<file path="src/hdl/vze_pkg.sv">
// Package with shared types, constants and helper functions of the varint zigzag encoder.
`timescale 1ns / 1ps

package vze_pkg;

  localparam int VALUE_W      = 64;
  localparam int BYTES_W      = 4;
  localparam int INDEX_W      = 2;
  localparam int GROUP_BITS   = 7;
  localparam logic [6:0] GROUP_MASK = 7'h7F;
  localparam logic [7:0] MORE_FLAG  = 8'h80;

  localparam logic [INDEX_W-1:0] REG_VALUE_BYTES = 2'd0;
  localparam logic [INDEX_W-1:0] REG_SIGNED_MODE = 2'd1;

  localparam logic [BYTES_W-1:0] VALUE_BYTES_RESET = 4'd8;

  typedef enum logic [0:0] {
    ST_IDLE,
    ST_EMIT
  } state_t;

  typedef struct packed {
    logic load;
    logic shift;
  } cmd_t;

  typedef struct packed {
    logic more;
  } sts_t;

  // Clamps the configured element size to the range of one to eight bytes.
  function automatic logic [2:0] size_code(input logic [BYTES_W-1:0] vb);
    logic [2:0] code;
    if (vb == '0) begin
      code = 3'd0;
    end else if (vb > 4'd8) begin
      code = 3'd7;
    end else begin
      code = 3'(vb - 4'd1);
    end
    return code;
  endfunction

  // Builds the mask that keeps the low code+1 bytes.
  function automatic logic [VALUE_W-1:0] elem_mask(input logic [2:0] code);
    logic [VALUE_W-1:0] m;
    m = '0;
    for (int i = 0; i < 8; i++) begin
      if (3'(i) <= code) begin
        m[i*8 +: 8] = 8'hFF;
      end
    end
    return m;
  endfunction

endpackage

</file>
<file path="src/hdl/vze_ctrl.sv">
// Controller state machine that sequences loading and byte emission.
`timescale 1ns / 1ps

module vze_ctrl
  import vze_pkg::*;
(
  input  logic clk,
  input  logic rst_n,
  input  logic in_valid,
  output logic in_stall,
  output logic out_valid,
  input  logic out_stall,
  input  sts_t sts,
  output cmd_t cmd
);

  state_t state_r;
  state_t state_nxt;

  always_ff @(posedge clk) begin
    if (!rst_n) begin
      state_r <= ST_IDLE;
    end else begin
      state_r <= state_nxt;
    end
  end

  always_comb begin
    state_nxt = state_r;
    cmd       = '0;
    in_stall  = 1'b1;
    out_valid = 1'b0;
    unique case (state_r)
      ST_IDLE: begin
        in_stall = 1'b0;
        if (in_valid) begin
          cmd.load  = 1'b1;
          state_nxt = ST_EMIT;
        end
      end
      ST_EMIT: begin
        out_valid = 1'b1;
        if (!out_stall) begin
          if (sts.more) begin
            cmd.shift = 1'b1;
          end else begin
            state_nxt = ST_IDLE;
          end
        end
      end
      default: begin
        state_nxt = ST_IDLE;
      end
    endcase
  end

endmodule

</file>
<file path="src/hdl/vze_dp.sv">
// Datapath with configuration registers, zigzag mapping and the group shift register.
`timescale 1ns / 1ps

module vze_dp
  import vze_pkg::*;
(
  input  logic               clk,
  input  logic               rst_n,
  input  logic               cfg_we,
  input  logic [INDEX_W-1:0] cfg_index,
  input  logic [BYTES_W-1:0] cfg_data,
  input  logic [VALUE_W-1:0] in_value,
  input  cmd_t               cmd,
  output sts_t               sts,
  output logic [7:0]         out_byte,
  output logic               out_last
);

  logic [BYTES_W-1:0] value_bytes_r;
  logic               signed_mode_r;
  logic [VALUE_W-1:0] data_r;
  logic [VALUE_W-1:0] data_nxt;

  logic [2:0]         code;
  logic [VALUE_W-1:0] mask;
  logic [VALUE_W-1:0] masked;
  logic               neg;
  logic [VALUE_W-1:0] mapped;

  always_ff @(posedge clk) begin
    if (!rst_n) begin
      value_bytes_r <= VALUE_BYTES_RESET;
      signed_mode_r <= 1'b0;
    end else if (cfg_we) begin
      if (cfg_index == REG_VALUE_BYTES) begin
        value_bytes_r <= cfg_data;
      end else if (cfg_index == REG_SIGNED_MODE) begin
        signed_mode_r <= cfg_data[0];
      end
    end
  end

  always_comb begin
    code   = size_code(value_bytes_r);
    mask   = elem_mask(code);
    masked = in_value & mask;
    neg    = masked[{code, 3'b111}];
    if (signed_mode_r) begin
      mapped = ((masked << 1) ^ (neg ? mask : '0)) & mask;
    end else begin
      mapped = masked;
    end
  end

  always_comb begin
    priority if (cmd.load) begin
      data_nxt = mapped;
    end else if (cmd.shift) begin
      data_nxt = data_r >> GROUP_BITS;
    end else begin
      data_nxt = data_r;
    end
  end

  always_ff @(posedge clk) begin
    data_r <= data_nxt;
  end

  assign sts.more = (data_r[VALUE_W-1:GROUP_BITS] != '0);
  assign out_byte = {1'b0, data_r[GROUP_BITS-1:0] & GROUP_MASK} | (sts.more ? MORE_FLAG : 8'h00);
  assign out_last = !sts.more;

endmodule

</file>
<file path="src/hdl/varint_zigzag_encoder.sv">
// Top level of the LEB128 varint encoder with optional zigzag mapping.
`timescale 1ns / 1ps

// Each request carries one element that is masked to value_bytes bytes, zigzag mapped at that
// width when signed_mode is set, and sent out least-significant first as 7-bit groups, one byte
// per output request, bit 7 set on every byte but the last. A zero element gives one 0x00 byte.
// One element is loaded into the single group shift register in the datapath and shifted out one
// 7-bit group per output byte; a new element is taken only after the last byte of the previous
// one has been delivered, while a stalled output holds the current byte.
// Configuration writes are meant for idle periods.
module varint_zigzag_encoder
  import vze_pkg::*;
(
  input  logic               clk,
  input  logic               rst_n,
  input  logic               cfg_we,
  input  logic [INDEX_W-1:0] cfg_index,
  input  logic [BYTES_W-1:0] cfg_data,
  input  logic               in_valid,
  output logic               in_stall,
  input  logic [VALUE_W-1:0] in_value,
  output logic               out_valid,
  input  logic               out_stall,
  output logic [7:0]         out_byte,
  output logic               out_last
);

  cmd_t cmd;
  sts_t sts;

  vze_ctrl u_ctrl (
    .clk       (clk),
    .rst_n     (rst_n),
    .in_valid  (in_valid),
    .in_stall  (in_stall),
    .out_valid (out_valid),
    .out_stall (out_stall),
    .sts       (sts),
    .cmd       (cmd)
  );

  vze_dp u_dp (
    .clk       (clk),
    .rst_n     (rst_n),
    .cfg_we    (cfg_we),
    .cfg_index (cfg_index),
    .cfg_data  (cfg_data),
    .in_value  (in_value),
    .cmd       (cmd),
    .sts       (sts),
    .out_byte  (out_byte),
    .out_last  (out_last)
  );

endmodule

</file>
<file path="config.mk">
export PLATFORM = sky130hd
export DESIGN_NAME = varint_zigzag_encoder
export DESIGN_NICKNAME = d
export VERILOG_FILES = /design/src/hdl/vze_pkg.sv /design/src/hdl/vze_ctrl.sv /design/src/hdl/vze_dp.sv /design/src/hdl/varint_zigzag_encoder.sv
export SDC_FILE = /design/constraint.sdc
export NUM_CORES = 1
export LEC_CHECK = 0
export BUFFER_PORTS_ARGS = -buffer_cell sky130_fd_sc_hd__buf_2
export CAP_MARGIN = 20
export CORE_MARGIN = 5
export CORE_UTILIZATION = 60
export CTS_CLUSTER_DIAMETER = 150
export DETAILED_ROUTE_END_ITERATION = 10
export PLACE_DENSITY = 0.94
export SYNTH_ARGS = -nofsm -noshare
export SYNTH_HDL_FRONTEND = slang
export SYNTH_SLANG_ARGS = --single-unit
</file>
<file path="constraint.sdc">
create_clock -name clk -period 9.7 [get_ports clk]
set_input_delay 1.455 -clock clk [delete_from_list [all_inputs] [get_ports clk]]
set_output_delay 1.455 -clock clk [all_outputs]
set_load 0.1 [all_outputs]
</file>
==> results of run 1 <==
==> placed cells by master, fill, tap and decap left out, types with 5 or more instances in the layout <==
master	synthesis	layout
or4b_1	7	7
edfxtp_1	64	64
nor3_1	7	7
nand4_1	10	10
and3_1	15	15
dfxtp_1	6	6
o21ai_0	46	45
nand3_1	10	10
a22oi_1	31	31
clkbuf_8	0	9
nor3b_1	8	8
o22a_1	14	14
buf_2	2	85
xor2_1	31	31
buf_4	13	5
nand3b_1	6	6
o21ai_1	14	14
a21oi_1	29	29
nand2b_1	7	6
inv_1	5	5
nand2_1	11	11
nor2b_1	7	6
mux2i_1	9	9
nor4_1	15	15
nor2_1	13	13
==> state kept, by name, indices dropped and copies added, names as in the netlist <==
register,count
u_ctrl.state_r,1
u_dp.value_bytes_r,4
u_dp.signed_mode_r,1
u_dp.data_r,64
==> stage by stage <==
step	std cells	util	instance area, um2	setup WS (ns)
after floorplan	433	-	4440	0.471
after global placement	587	0.670	4830	5.92
after detailed placement	587	0.670	4830	5.86
after CTS	601	0.693	5000	5.54
after global routing	601	0.693	5000	5.44
final	601	0.693	5000	5.55
==> power breakdown <==
| group | switching, mW | internal, mW | total, mW | leakage (nW) |
|---|---|---|---|---|
| logic | 0.126 | 0.0668 | 0.193 | 1.14 |
| registers | 0.0216 | 0.372 | 0.394 | 0.679 |
| clock network | 0.107 | 0.114 | 0.221 | 0.0843 |
==> worst register-to-register path, stage by stage (launching register included) <==
cell	delay [ns]
dfxtp_1	0.47
inv_1	0.18
ha_1	0.51
nand2_1	0.13
a21oi_1	0.34
o21ai_2	0.18
a22oi_4	0.52
buf_4	0.55
xor2_1	0.22
o21ai_0	0.13
==> cell families after synthesis <==
| kind of cell | count (synthesis) | synth area share |
|---|---|---|
| buffers and inverters | 40 | 0.0508 |
| flip-flops | 70 | 0.460 |
| multiplexers | 9 | 0.0203 |
| AO/OA/AOI/OAI | 157 | 0.232 |
| adder cells (fa/ha/maj) | 1 | 0.00282 |
| AND/OR/NAND/NOR | 123 | 0.169 |
| XOR/XNOR | 33 | 0.0651 |
==> per-layer routing <==
metal	vias to the layer above	global-route usage
li1	1812	-
met1	1823	0.323
met2	222	0.432
met3	34	0.0563
met4	0	0.118
met5	-	0
==> final timing paths <==
kind / slack [ns] / endpoint / cells after the start
worst max-delay path: 5.55 / out_last / 4
worst min-delay path: 0.58 / u_dp.data_r[0] / 1
worst max register to register: 6.20 / u_dp.data_r[9] / 9
worst min register to register: 0.58 / u_dp.data_r[0] / 1
==> synthesized netlist by cell type (2+ instances only) <==
| master | instances |
|---|---|
| a21boi_0 | 2 |
| a21boi_1 | 2 |
| a21o_1 | 2 |
| a21oi_1 | 29 |
| a22oi_1 | 31 |
| and3_1 | 15 |
| buf_2 | 2 |
| buf_4 | 13 |
| buf_6 | 3 |
| clkbuf_1 | 15 |
| dfxtp_1 | 6 |
| edfxtp_1 | 64 |
| inv_1 | 5 |
| mux2i_1 | 9 |
| nand2_1 | 11 |
| nand2b_1 | 7 |
| nand3_1 | 10 |
| nand3b_1 | 6 |
| nand4_1 | 10 |
| nor2_1 | 13 |
| nor2b_1 | 7 |
| nor3_1 | 7 |
| nor3b_1 | 8 |
| nor4_1 | 15 |
| nor4b_1 | 2 |
| o211ai_1 | 3 |
| o21ai_0 | 46 |
| o21ai_1 | 14 |
| o21bai_1 | 2 |
| o22a_1 | 14 |
| or4b_1 | 7 |
| xnor2_1 | 2 |
| xor2_1 | 31 |
==> final cells by class <==
type,instances,share of cell area
sequential,70,0.408
tap,99,0.0248
clock buffer,11,0.0263
inverter,5,0.00375
multi-input combinational,323,0.437
clock inverter,3,0.00750
timing repair buffer,90,0.0925
==> key figures, run 1 <==
Run status
  • Status: finished clean

Hold path
  • Hold_sp: u_dp.data_r[7]
  • Worst min path class: register to register

Logic synthesis
  • Mapped Cells: 433
  • Asr flop ratio synth: 0
  • Ys Warns: 0
  • Post-synth EDFFs: 64
  • Ranking of synthesized cells by area: edfxtp_1, xor2_1, a22oi_1
  • Post-synth cell types: 53
  • Synth Flop Type: edfxtp_1
  • Post-synthesis sequential area ratio: 0.460
  • Syn nets: between 500 and 600
  • Avg Synthesized Cell Area: 10.2 um2
  • Post-Syn Area: 0.00444 mm2
  • Register bit count reported by yosys: 70
  • Share of the synthesized area in the top cell type: 0.433
  • Top cell type by total area after synthesis: edfxtp_1

Flow run
  • MaxCap Viol Count: 0

STA
  • Fin Hold WS: 0.582 ns
  • Least-Margin Pin Slew: 0.915 ns
  • Setup violators final: 0
  • Crit path time final: roughly 4.2 ns
  • RSZ-0062 raised after global routing: false
  • Max Fclk: ~0.24 GHz
  • Slew Limit Headroom: 0.385
  • Total Neg Setup Slack: 0 ns
  • Final Slew Violations: 0
  • Final hold vios: 0
  • Max Clock Skew: 0.00485 ns
  • Tcrit/Tclk final: 0.428

Route
  • Final wirelength: 11.5 mm
  • DRT iter0 DRCs: 395
  • Highest routed layer: met4
  • Drt drc: 0
  • Via count: roughly 3900
  • Metal2 WL: between 5 and 6 mm
  • Met3 Wirelength: 945 um
  • Wl on met1: 4.49 mm
  • 1st-pass router iterations: 6
  • DR vias/cell: 6.47
  • Drt wl/cell: 19.1 um
  • Antenna-violating nets left: 0

Power
  • Worst IR drop on VDD: ~0.076 mV
  • Power, Total: 808 uW
  • Power per standard cell area: 161 mW/mm2
  • LEAKAGE: approximately 1.9 nW

Floorplan
  • Ports: between 80 and 90
  • Core footprint: 0.00721 mm2
  • Die Y: ~96 um
  • Initial Util: 0.615
  • Die area: 0.00921 mm2
  • Die Wd: 96.0 um
  • FP Rows: 31

Final layout
  • ANT cells: 0
  • Final nets: ~580
  • Syn-to-layout area delta: 12.7%
  • Share of cells above drive strength 1: 0.223
  • FILL cells: 543
  • Register Area: about 0.002 mm2
  • Multi-input gate area: 0.00219 mm2

Critical path
  • Worst path max stage delay: 0.75 ns
  • Buf/Inv on CP: 1
  • Beginning of the critical path: u_dp.data_r[30]
  • WS Path Type: register to output port
  • Slowest cell on the critical path: nor4_1
  • Reg-to-reg startpoint: u_dp.value_bytes_r[0]
  • Most frequent CP cell: nor4_1
  • Worst Path Max Fanout: 3
  • Startpoint Class: register
  • CP top delay family: simple AND/OR/NAND/NOR gates
  • Worst path cell trace: nor4_1, nand4_1, nor4_1, buf_2
  • Required @ worst endpoint: 8.25 ns
  • Worst EP arrival: 2.70 ns
  • Setup crit end kind: output port

Global route
  • Global Route Usage Sum: 0.260
  • Vias in the first global route: 3854
  • Global-route wire length before repair: around 18 mm
  • Initial antenna violation count: 0
  • Total congestion overflow: 0
  • Pin count of the biggest net entering global routing: 80

Clock tree
  • Max Buffers Root-to-Sink: 2
  • Cts bufs inserted: 9
  • Clock Pin Slew Worst Setup and Hold Paths: approximately 0.070 ns
  • TritonCTS clock tree: built
  • Cts hold-fix bufs: 0
  • Clock sink count: 70
  • # Post-CTS Setup Buffers: 0
  • CTS HTree Levels: 3
  • Post_cts resized: 0
  • Worst skew pair latency: between 0.3 and 0.4 ns
  • Root buffer cell: clkbuf_8

Place
  • Detailed Place HPWL: between 7 and 8 mm
  • Routability cong.: 0.927
  • PortBufs: 85
No activity file was read; power rests on OpenSTA's default activity.
==> run 2: changes to the inputs <==
Settings changed: CORE_UTILIZATION 60 to 51, PLACE_DENSITY 0.94 to 0.85.
Clock period 9.7 ns to 3.8 ns, I/O delays scaled along.
==> run 2 against run 1 <==
  * Clock skew up 0.0023 ns
  * Non-clock buffer count stayed put
  * Design area rose by 1.9%
  * Sequential share of layout area fell by 0.76 points
  * Combinational power rose to 2.6 times the previous value
==> key figures, run 2 (same netlist as run 1, synthesis figures left out) <==
Run status
  • Status: finished clean

Final layout
  • Final cell count without fillers: 612
  • Syn-to-layout area delta: 14.9%
  • Share of cells above drive strength 1: 0.232
  • Leading cell type in the layout, fill and taps excluded: buf_2
  • Final nets: 575
  • Post-route design area: 0.00510 mm2
  • Flip-flop count of the largest register after layout: 64
  • Top reg by flops: u_dp.data_r
  • ANT cells: 0
  • Largest registers: u_dp.data_r (64), u_dp.value_bytes_r (4)
  • Most frequent cells in the layout: buf_2, edfxtp_1, o21ai_0

Power
  • LEAKAGE: 1.95 nW
  • Power, Total: 2.16 mW
  • Power per standard cell area: 425 mW/mm2
  • Worst IR drop on VDD: 0.218 mV

Clock tree
  • TritonCTS clock tree: built
  • Cts bufs inserted: 9
  • Clock sink count: 70
  • Worst skew pair latency: 0.35 ns
  • Root buffer cell: clkbuf_8
  • Clock Pin Slew Worst Setup and Hold Paths: around 0.080 ns
  • Cts hold-fix bufs: 0
  • CTS HTree Levels: 3
  • Max Buffers Root-to-Sink: 2
  • Post_cts resized: 0
  • # Post-CTS Setup Buffers: 0

STA
  • Final Slew Violations: 0
  • Total Neg Setup Slack: 0 ns
  • Crit path time final: roughly 3.2 ns
  • Max Clock Skew: 0.00718 ns
  • Slew Limit Headroom: 0.283
  • Setup violators final: 0
  • Final hold vios: 0
  • Least-Margin Pin Slew: 1.07 ns
  • Tcrit/Tclk final: 0.837
  • RSZ-0062 raised after global routing: false
  • Max Fclk: 0.314 GHz

Route
  • DR vias/cell: 6.34
  • Final wirelength: 11.7 mm
  • Drt wl/cell: 19.0 um
  • Via count: 3881
  • Drt drc: 0
  • DRT iter0 DRCs: between 300 and 400
  • 1st-pass router iterations: 5
  • Antenna-violating nets left: 0

Place
  • Routability cong.: 0.949
  • Placed inst area: 0.00488 mm2
  • Detailed Place HPWL: roughly 8.4 mm
  • PortBufs: 85
  • Post-Place Cells: 596

Global route
  • Pin count of the biggest net entering global routing: 51
  • Global Route Usage Sum: 0.219
  • Total congestion overflow: 0
  • Initial antenna violation count: 0
  • Vias in the first global route: 3670
  • Global-route wire length before repair: 18.1 mm

Floorplan
  • Ports: 86
  • Die Y: 103 um
  • FP Rows: 34
  • Die area: 0.0107 mm2
  • Core footprint: 0.00859 mm2
  • Die Wd: 103 um
  • Initial Util: 0.516

Critical path
  • Reg-to-reg startpoint: u_dp.value_bytes_r[0]
  • Worst path max stage delay: slightly below 0.6 ns
  • WS Path Type: register to register
  • Worst Path Max Fanout: 38
  • Beginning of the critical path: u_dp.value_bytes_r[0]
  • Startpoint Class: register
  • Worst path cell trace: inv_1, ha_1, nand2_1, a21oi_1, o21ai_2, a22oi_4, buf_12, xor2_1, o21ai_0
  • Setup crit end kind: register
  • Slowest cell on the critical path: a22oi_4
  • Worst EP arrival: 3.27 ns
  • Required @ worst endpoint: 3.89 ns

Flow run
  • MaxCap Viol Count: 0

Hold path
  • Hold_sp: cfg_data[3]
  • Worst min path class: primary input to register
run 2: cell types whose count changed in the layout (fill, tap and decap cells not counted), sizes merged:
cell	previous run	this run
bufinv	1	2
clkinv	2	4
clkbuf	11	9
clkinvlp	0	1
run 2: area by class of cell:
| cell class | count | area, um2 |
|---|---|---|
| fillers | 745 | 3500 |
| multi-input cells | 323 | 2200 |
| flip-flops and latches | 70 | 2040 |
| repair buffers | 90 | 488 |
| well taps | 108 | 135 |
| clock buffers | 9 | 124 |
| clock inverters | 7 | 88.8 |
| inverters | 5 | 18.8 |
run 2: layer usage:
metal  wire length [um]  vias to the layer above  global-route usage
met4                240                        0              0.0787
met5                  0                        -                   0
met3                996                       27              0.0369
met1               4730                     1825               0.281
met2               5690                      210               0.372
li1                   -                     1819                   -
run 2: worst max-delay path, delay by kind of cell (launching register included):
family,cells,cell delay (ns)
buf+inv,2,0.46
simple gates,1,0.11
xor+xnor,1,0.18
flops,1,0.45
compound gates,4,1.22
fa+ha+maj,1,0.49
run 2: final timing paths:
kind         slack (ns)               endpoint  depth (start not counted)
max                0.62        u_dp.data_r[10]                          9
min reg2reg        0.56         u_dp.data_r[0]                          1
min                0.45  u_dp.value_bytes_r[3]                          3
max reg2reg        0.62        u_dp.data_r[10]                          9
run 2: where the power goes:
group | internal [mW] | leakage, nW | switching, mW
combinational | 0.178 | 1.16 | 0.323
sequential | 0.949 | 0.679 | 0.0540
clock | 0.365 | 0.104 | 0.295
run 2: through the flow:
| step | setup WS [ns] | hold WS (ns) | utilization |
|---|---|---|---|
| CTS | 0.708 | 0.443 | 0.593 |
| global placement | 0.879 | 0.553 | 0.568 |
| floorplan | 0.273 | 0.522 | - |
| global route | 0.420 | 0.462 | 0.593 |
| finish | 0.619 | 0.452 | 0.593 |
| detailed placement | 0.726 | 0.569 | 0.568 |
